[src/hdl/scib_pkg.sv]
// Shared types and constants for the strike-count address blocklist.
// Holds the controller state type, the command and status structs and field widths.
// Used by the controller, the datapath and the top level.
package scib_pkg;

   localparam int ADDR_W  = 32;
   localparam int COUNT_W = 8;

   localparam logic [COUNT_W-1:0] COUNT_MAX   = 8'd255;
   localparam logic [COUNT_W-1:0] COUNT_ONE   = 8'd1;
   localparam logic [COUNT_W-1:0] COUNT_ZERO  = 8'd0;
   localparam logic [COUNT_W-1:0] LIMIT_RESET = 8'd5;

   localparam logic KIND_CHECK  = 1'b0;
   localparam logic KIND_STRIKE = 1'b1;

   typedef enum logic [1:0] {
      ST_IDLE,
      ST_SCAN,
      ST_DECIDE,
      ST_RESP
   } state_type;

   typedef struct packed {
      logic load;
      logic scan_step;
      logic update;
   } cmd_type;

   typedef struct packed {
      logic scan_end;
   } status_type;

endpackage

[src/hdl/scib_ctrl.sv]
// Controller state machine for the blocklist: accept, table scan, decide, respond.
// Drives the datapath through cmd_type and reads status_type; depends on scib_pkg.
module scib_ctrl import scib_pkg::*; (
   input  logic       clock,
   input  logic       reset,
   input  logic       req_valid,
   output logic       req_ready,
   output logic       rsp_valid,
   input  logic       rsp_ready,
   output cmd_type    cmd,
   input  status_type st
);

   state_type state_ff;
   state_type state_in;

   always_ff @(posedge clock) begin
      if (reset) begin
         state_ff <= ST_IDLE;
      end else begin
         state_ff <= state_in;
      end
   end

   always_comb begin
      state_in = state_ff;
      case (state_ff)
         ST_IDLE: begin
            if (req_valid) begin
               state_in = ST_SCAN;
            end
         end
         ST_SCAN: begin
            if (st.scan_end) begin
               state_in = ST_DECIDE;
            end
         end
         ST_DECIDE: begin
            state_in = ST_RESP;
         end
         ST_RESP: begin
            if (rsp_ready) begin
               state_in = ST_IDLE;
            end
         end
         default: begin
            state_in = ST_IDLE;
         end
      endcase
   end

   always_comb begin
      req_ready     = 1'b0;
      rsp_valid     = 1'b0;
      cmd           = '0;
      case (state_ff)
         ST_IDLE: begin
            req_ready = 1'b1;
            cmd.load  = req_valid;
         end
         ST_SCAN: begin
            cmd.scan_step = !st.scan_end;
         end
         ST_DECIDE: begin
            cmd.update = 1'b1;
         end
         ST_RESP: begin
            rsp_valid = 1'b1;
         end
         default: begin
            req_ready = 1'b0;
         end
      endcase
   end

   a_load_starts_scan: assert property (@(posedge clock) disable iff (reset)
      (req_valid && req_ready) |=> (state_ff == ST_SCAN))
      else $error("accepted transaction did not start a table scan");

   a_update_then_resp: assert property (@(posedge clock) disable iff (reset)
      cmd.update |=> rsp_valid)
      else $error("table update was not followed by a response");

   a_resp_holds: assert property (@(posedge clock) disable iff (reset)
      (rsp_valid && !rsp_ready) |=> (rsp_valid && !req_ready))
      else $error("pending response dropped or new request accepted");

endmodule

[config.mk]
export PLATFORM = sky130hd
export DESIGN_NAME = scib_ctrl
export DESIGN_NICKNAME = d
export VERILOG_FILES = /design/src/hdl/scib_pkg.sv /design/src/hdl/scib_ctrl.sv
export SDC_FILE = /design/constraint.sdc
export NUM_CORES = 1
export LEC_CHECK = 0
export ABC_AREA = 1
export CORE_AREA = 5 5 42 44
export DETAILED_ROUTE_END_ITERATION = 16
export DIE_AREA = 0 0 47 49
export DONT_BUFFER_PORTS = 1
export PLACE_DENSITY_LB_ADDON = 0.3
export SYNTH_ARGS = -nofsm -noshare
export SYNTH_HDL_FRONTEND = slang
export SYNTH_SLANG_ARGS = --single-unit
[constraint.sdc]
create_clock -name clock -period 1.6 [get_ports clock]
set_input_delay 0.08 -clock clock [delete_from_list [all_inputs] [get_ports clock]]
set_output_delay 0.08 -clock clock [all_outputs]
set_load 0.02 [all_outputs]
==> results of run 1 <==
[per-layer routing]
metal  up-vias  wire, um  GRT usage
met5         -         0          0
met4         0         0     0.0138
met3         0        53     0.0664
met2        11       111     0.0452
met1        63       199     0.0459
li1         86         -          -
[cell families (layout without fill, tap and decap cells)]
| family | count (synthesis) | in the layout | synth area share |
|---|---|---|---|
| adders and majority gates | 4 | 4 | 0.272 |
| and+or+nand+nor | 14 | 14 | 0.347 |
| buffers and inverters | 8 | 11 | 0.163 |
| DFF | 2 | 2 | 0.218 |
[synthesized netlist by cell type (all sizes together)]
| master | count |
|---|---|
| dfxtp | 2 |
| ha | 4 |
| inv | 8 |
| nand2 | 8 |
| nand3 | 1 |
| nor2 | 4 |
| or2 | 1 |
[per-stage QoR]
stage	hold WS, ns	cell area (um^2)	util	cells	total power, uW
after global routing	0.0266	226	0.162	47	540
final	0.0176	226	0.162	47	472
after detailed placement	0.258	204	0.146	44	365
after floorplan	0.235	184	-	28	327
after global placement	0.250	204	0.146	44	368
after CTS	0.0157	226	0.162	47	486
[critical path: stages, from the launching register on]
cell and delay [ns]:
dfxtp_1 0.32, inv_1 0.10, ha_1 0.34, nand2_1 0.08, inv_1 0.16
[cell type report]
cell class	count	area, um^2
tap	16	20.0
inverter	8	30.0
fill	162	1170
sequential	2	40.0
multi-input combinational	18	114
clock buffer	3	22.5
[power groups by stage]
stage	Combinational, uW	Sequential, uW	Clock (uW)
final	263	95.3	114
after global routing	303	101	136
after CTS	269	95.9	120
after detailed placement	269	96.7	0
after global placement	272	95.8	0
after floorplan	237	89.7	0
[worst max path at each step]
| stage | startpoint | to | slack, ns | cells past startpoint |
|---|---|---|---|---|
| final | state_ff[1] | cmd[2] | 0.29 | 4 |
| after floorplan | state_ff[0] | state_ff[0] | 0.42 | 5 |
| after global placement | state_ff[0] | state_ff[0] | 0.34 | 5 |
| after CTS | state_ff[1] | cmd[2] | 0.27 | 4 |
| after global routing | state_ff[1] | cmd[2] | 0.18 | 4 |
| after detailed placement | state_ff[0] | state_ff[0] | 0.33 | 5 |
==> impl_metrics.yaml, run 1 <==
layout:
  num_antenna_cells: 0
  area_growth_syn_to_layout_pct: 23.1
  final_common_cell: "inv_1"
  drive_gt1_frac: 0.161
  largest_register_ffs: 2
  top_regs: "state_ff: 2 flops"
  regMostFlops: "state_ff"
  nNetsFinal: 42
  layout_common_cells: "8 x inv_1, 7 x nand2_1, 4 x nor2_1, 4 x ha_1, 3 x clkbuf_4"
power:
  switchingPower_uw: 230
  power_frac_comb: 0.556
  p_sw_frac: 0.488
  p_seq_frac: 0.202
  intPower_uw: 242
  powerDensity_nw_per_um2: 2090
  ir_drop_mv: 0.520
  clkPwrFrac: 0.242
  p_leak_uw: 0.000142
global_route:
  antenna_found_initial: 0
  grt_pass1_wl_um: 607
  track_usage: 0.0436
  grt_pass1_vias: 153
  overflow: 0
  grt_max_degree: 5
route:
  drc: 0
  drtIter0Drc: 2
  dr_total_vias: 160
  viasPerCell: 3.40
  wl_um: 364
  ant_nets: 0
  firstDrtPassIters: 2
  post_drt_wl_per_cell_um: 7.74
placement:
  pre_cts_slack_ns: 0.332
  io_buffers: 0
  hpwl_um: 299
  gp_congestion: 0.589
floorplanning:
  start_util: 0.131
  die-area_um2: 2300
  core_um2: 1400
  dieWidth_um: 47
  num_rows: 14
  fp.dieH_um: 49
  io_pins: 10
clock_tree:
  cts_hold_buf: 0
  post_cts_resize_count: 0
  clk_latency_ns: 0.23
  cts_setup_buffers: 0
  path_clk_slew_ns: 0.03
  cts-root-buf: "clkbuf_4"
  clock_path_buffers: 2
  htreeDepth: 1
  cts_num_sinks: 2
  cts_buffers: 3
  cts_tree: "yes"
logic_synthesis:
  ys_types: 8
  synthTopCellsByArea: "ha_1 27%, dfxtp_1 22%, inv_1 16%"
  ys_ff_latch: 2
  ys_seq_area_frac: 0.218
  yosysTopAreaCellShare: 0.272
  syn-num-nets: 37
  avgSynthCellArea_um2: 6.57
  syn_area_um2: 184
  yosys_warnings: 0
  yosys.area.top_type: "ha_1"
  netlist_instances: 28
timing:
  period_share: 0.817
  tightest_slew_ns: 0.300
  clock_skew_ns: 0.00429
  worst_slack_ns: 0.294
  post-route-min-period_ns: 1.31
  finalSetupViolCount: 0
  report.final.slew_viol_count: 0
  rsz0062_at_grt: "no"
  setup-tns-final_ns: 0
  max_slew_margin: 0.800
  finalHoldViolCount: 0
  max_freq_mhz: 765
min_path:
  hp-class: "in2reg"
  hold_depth: 3
  hp-start: "reset"
  hold_end: "state_ff[0]"
setup_path:
  cp-end-kind: "output pin"
  r2r_setup_slack_ns: 0.34
  r2r-start: "state_ff[0]"
  critPathArrivalTime_ns: 1.23
  rr_worst_depth: 5
  path_max_fanout: 4
  reg2reg_to: "state_ff[0]"
  cp.required_ns: 1.52
  crit_type: "reg2out"
  critPathLaunchType: "flip-flop"
status:
  run_status: "finished clean"
job:
  drv_cap: 0
(Power assumes the default switching activity.)
==> inputs of run 2 (changes only) <==
Settings changed: ABC_AREA 1 to 0.
Clock period 1.6 ns to 1.25 ns, I/O delays scaled along.
==> impl_metrics.yaml, run 2 <==
status:
  run_status: "finished clean"
logic_synthesis:
  ys_ff_latch: 2
  synth_edf_count: 0
  synthFlopType: "dfxtp_1"
  yosys_warnings: 0
  netlist_top_cells_count: "4 x ha_1, 3 x inv_1, 2 x dfxtp_1, 2 x nand2b_1"
  ys_types: 11
  synth.most_common_cell: "ha_1"
  syn-num-nets: 27
  syn_area_um2: 173
  synthTopCellsByArea: "ha_1 29%, dfxtp_1 23%, nor2b_4 8.0%"
  netlist_instances: 18
  yosys.area.top_type: "ha_1"
  ys_seq_area_frac: 0.232
  yosysTopAreaCellShare: 0.290
  async_reset_ff_frac: 0
  avgSynthCellArea_um2: 9.59
layout:
  largest_register_ffs: 2
  layout_common_cells: "5 x buf_4, 3 x ha_2, 3 x clkbuf_4"
  stdcell_count: 43
  num_antenna_cells: 0
  area_growth_syn_to_layout_pct: 68.8
  fillers: 164
  final_common_cell: "buf_4"
  regMostFlops: "state_ff"
  fin_area_um2: 292
  top_regs: "state_ff: 2 flops"
  drive_gt1_frac: 0.667
  nNetsFinal: 38
floorplanning:
  start_util: 0.123
  dieWidth_um: 47
  die-area_um2: 2300
  fp.dieH_um: 49
  num_rows: 14
  io_pins: 10
  core_um2: 1400
timing:
  finalSetupViolCount: 0
  max_slew_margin: 0.836
  rsz0062_at_grt: "yes"
  period_share: 0.954
  finalHoldViolCount: 0
  tightest_slew_ns: 0.244
  report.final.slew_viol_count: 0
  whs_ns: 0.0265
  max_freq_mhz: 838
  post-route-min-period_ns: 1.19
  clock_skew_ns: 0.00469
  worst_slack_ns: 0.0571
route:
  post_drt_wl_per_cell_um: 10.5
  drtIter0Drc: 0
  wl_um: 452
  viasPerCell: 3.63
  ant_nets: 0
  drc: 0
  dr_total_vias: 156
  firstDrtPassIters: 1
global_route:
  antenna_found_initial: 0
  grt_pass1_vias: 169
  grt_pass1_wl_um: 703
  overflow: 0
  track_usage: 0.0485
  top_usage_layer: "met4"
  use_met3: 0.0480
  met2_usage: 0.0475
  grt_max_degree: 5
  grtUsageMet1: 0.0502
power:
  p_leak_uw: 0.000127
  ir_drop_mv: 0.598
  powerDensity_nw_per_um2: 2540
setup_path:
  critPathLaunchType: "flip-flop"
  path_max_fanout: 4
  critPathArrivalTime_ns: 1.13
  cp-end-kind: "output pin"
  cp.required_ns: 1.19
  crit_type: "reg2out"
placement:
  gp_congestion: 0.671
  io_buffers: 0
  pre_cts_slack_ns: -0.0150
  placedInstanceArea_um2: 236
  placed_cells: 39
  hpwl_um: 334
job:
  drv_cap: 0
clock_tree:
  clk_latency_ns: 0.23
  path_clk_slew_ns: 0.03
  htreeDepth: 1
  cts_buffers: 3
  cts_num_sinks: 2
  cts-root-buf: "clkbuf_4"
  clock_path_buffers: 2
  cts_tree: "yes"
min_path:
  hp-class: "in2reg"
-- run 2: cell count changes after synthesis, sizes merged, moves of 2 or more --
cell	before	now
inv	8	3
nand2	8	0
nand2b	0	2
nor2	4	0
nor2b	0	2
-- run 2: report_power, final --
group          total, uW  switching [uW]  internal [uW]
Sequential           130            27.9            102
Clock                144            38.2            106
Combinational        466             238            228
-- run 2: routing by layer --
metal	up-vias	wire length, um
met4	0	0
met5	-	0
met1	68	173
li1	79	-
met2	9	192
met3	0	85
-- run 2: final timing paths --
check / slack (ns) / cells after the start / to / start
worst max-delay path: 0.06 / 3 / cmd[2] / state_ff[0]
worst min-delay path: 0.03 / 2 / state_ff[1] / reset
worst max register to register: 0.06 / 4 / state_ff[0] / state_ff[0]
worst min register to register: 0.55 / 2 / state_ff[0] / state_ff[0]
-- run 2: through the flow --
step / TNS, ns / util / total power (uW)
finish: 0 / 0.208 / 740
global route: -0.0100 / 0.208 / 800
CTS: 0 / 0.197 / 728
detailed placement: -0.0150 / 0.169 / 547
global placement: 0 / 0.169 / 541
floorplan: 0 / - / 415
-- run 2: worst max-delay path: stages (launching register included) --
cell     delay [ns]
dfxtp_2        0.32
inv_1          0.11
ha_2           0.22
and2_1         0.25
-- run 2: area by class of cell --
cell class	instances	area, um^2	area share
Multi-Input combinational cell	13	148	0.506
Timing Repair Buffer	6	47.5	0.163
Sequential cell	2	42.5	0.146
Clock buffer	3	22.5	0.0773
Tap cell	16	20.0	0.0687
Inverter	3	11.3	0.0386
-- run 2: logic make-up after synthesis --
| kind of cell | Yosys count | share of synthesized area |
|---|---|---|
| adders and majority gates | 4 | 0.290 |
| DFF | 2 | 0.232 |
| AOI/OAI and AO/OA | 2 | 0.0942 |
| muxes | 1 | 0.0580 |
| and+or+nand+nor | 6 | 0.261 |
| buffers and inverters | 3 | 0.0652 |
-- run 2: repair_timing --
| item | 4_1_cts | 5_1_grt |
|---|---|---|
| hold buffers | 1 | 0 |
| endpoints found under the hold margin | 1 | 0 |
| pin swaps | 2 | 1 |
| endpoints found under the setup margin | 1 | 2 |
| buffers inserted | 0 | 0 |
| gates resized for setup | 2 | 5 |
==> inputs of run 3 (changes only) <==
Clock period 1.25 ns to 1.45 ns, I/O delays scaled along.
==> impl_metrics.yaml, run 3 (synthesis results as in run 2) <==
global_route:
  grt_max_degree: 5
  track_usage: 0.0394
  grt_pass1_vias: 124
  overflow: 0
  antenna_found_initial: 0
  grt_pass1_wl_um: 558
status:
  run_status: "finished clean"
power:
  p_leak_uw: 0.000118
  ir_drop_mv: 0.640
  powerDensity_nw_per_um2: 2180
  power_uw: 541
timing:
  period_share: 0.959
  max_freq_mhz: 719
  clock_skew_ns: 0.00344
  worst_slack_ns: 0.0592
  setup-tns-final_ns: 0
  tightest_slew_ns: 0.218
  max_slew_margin: 0.853
  finalHoldViolCount: 0
  whs_ns: 0.0434
  report.final.slew_viol_count: 0
  finalSetupViolCount: 0
  rsz0062_at_grt: "no"
  post-route-min-period_ns: 1.39
clock_tree:
  cts_hold_buf: 1
  path_clk_slew_ns: 0.03
  htreeDepth: 1
  cts_num_sinks: 2
  clk_latency_ns: 0.22
  cts_tree: "yes"
  cts_buffers: 3
  cts_setup_buffers: 0
  cts-root-buf: "clkbuf_4"
  post_cts_resize_count: 0
  clock_path_buffers: 2
layout:
  layout_common_cells: "4 x ha_1, 3 x inv_1, 3 x clkbuf_4, 3 x buf_4"
  nNetsFinal: 36
  final_common_cell: "ha_1"
  top_regs: "state_ff: 2 flops"
  area_growth_syn_to_layout_pct: 43.5
  drive_gt1_frac: 0.280
  largest_register_ffs: 2
  fillers: 160
  num_antenna_cells: 0
  regMostFlops: "state_ff"
  stdcell_count: 41
route:
  dr_total_vias: 149
  post_drt_wl_per_cell_um: 9.24
  drtIter0Drc: 2
  drc: 0
  viasPerCell: 3.63
  wl_um: 379
  firstDrtPassIters: 3
  ant_nets: 0
placement:
  hpwl_um: 309
  placed_cells: 37
  io_buffers: 0
  gp_congestion: 0.676
  pre_cts_slack_ns: 0.0645
setup_path:
  critPathLaunchType: "flip-flop"
  crit_type: "reg2reg"
  reg2reg_to: "state_ff[0]"
  r2r_setup_slack_ns: 0.06
  rr_worst_depth: 5
  cp.required_ns: 1.59
  critPathArrivalTime_ns: 1.53
  cp-end-kind: "flip-flop"
  r2r-start: "state_ff[1]"
  path_max_fanout: 4
floorplanning:
  num_rows: 14
  fp.dieH_um: 49
  die-area_um2: 2300
  start_util: 0.123
  io_pins: 10
  dieWidth_um: 47
  core_um2: 1400
min_path:
  hp-start: "reset"
  hold_end: "state_ff[1]"
  hp-class: "in2reg"
  hold_depth: 2
job:
  drv_cap: 0
-- run 3: cell count changes in the layout (fill, tap and decap cells not counted), sizes merged --
cell  change
buf       -2
-- run 3: how the worst max path moves through the flow --
stage	startpoint	to	slack, ns	depth (start not counted)
floorplan	state_ff[1]	state_ff[0]	0.16	5
global route	state_ff[1]	state_ff[0]	0.02	5
finish	state_ff[1]	state_ff[0]	0.06	5
global placement	state_ff[1]	state_ff[0]	0.09	5
detailed placement	state_ff[1]	state_ff[0]	0.06	5
CTS	state_ff[1]	state_ff[0]	0.06	5
-- run 3: critical path, cell delays in order (launching register included) --
cell      delay, ns
dfxtp_1        0.38
inv_1          0.09
ha_1           0.18
nor2b_4        0.15
a211o_1        0.29
a211oi_1       0.22
-- run 3: cell type report --
cell class | count | area, um^2 | share of cell area
multi-input cells | 13 | 121 | 0.490
inverters | 3 | 11.3 | 0.0455
well taps | 16 | 20.0 | 0.0808
clock buffers | 3 | 22.5 | 0.0909
flip-flops and latches | 2 | 40.0 | 0.162
repair buffers | 4 | 32.5 | 0.131
-- run 3: report_power, final --
| group | switching, uW | internal [uW] |
|---|---|---|
| Clock | 28.9 | 91.1 |
| Sequential | 26.3 | 81.9 |
| Combinational | 172 | 141 |
| Total | 227 | 314 |
-- run 3: metal layers --
layer / vias up / share of wire / global-route usage
met5: - / 0 / 0
met4: 0 / 0 / 0.0138
met3: 0 / 0.26 / 0.0738
met2: 13 / 0.26 / 0.0294
met1: 58 / 0.47 / 0.0438
li1: 78 / - / -
-- run 3: per-stage QoR --
step,utilization,area (um^2)
5_1_grt,0.177,248
2_1_floorplan,-,173
4_1_cts,0.177,248
3_5_place_dp,0.154,215
3_3_place_gp,0.154,215
6_report,0.177,248
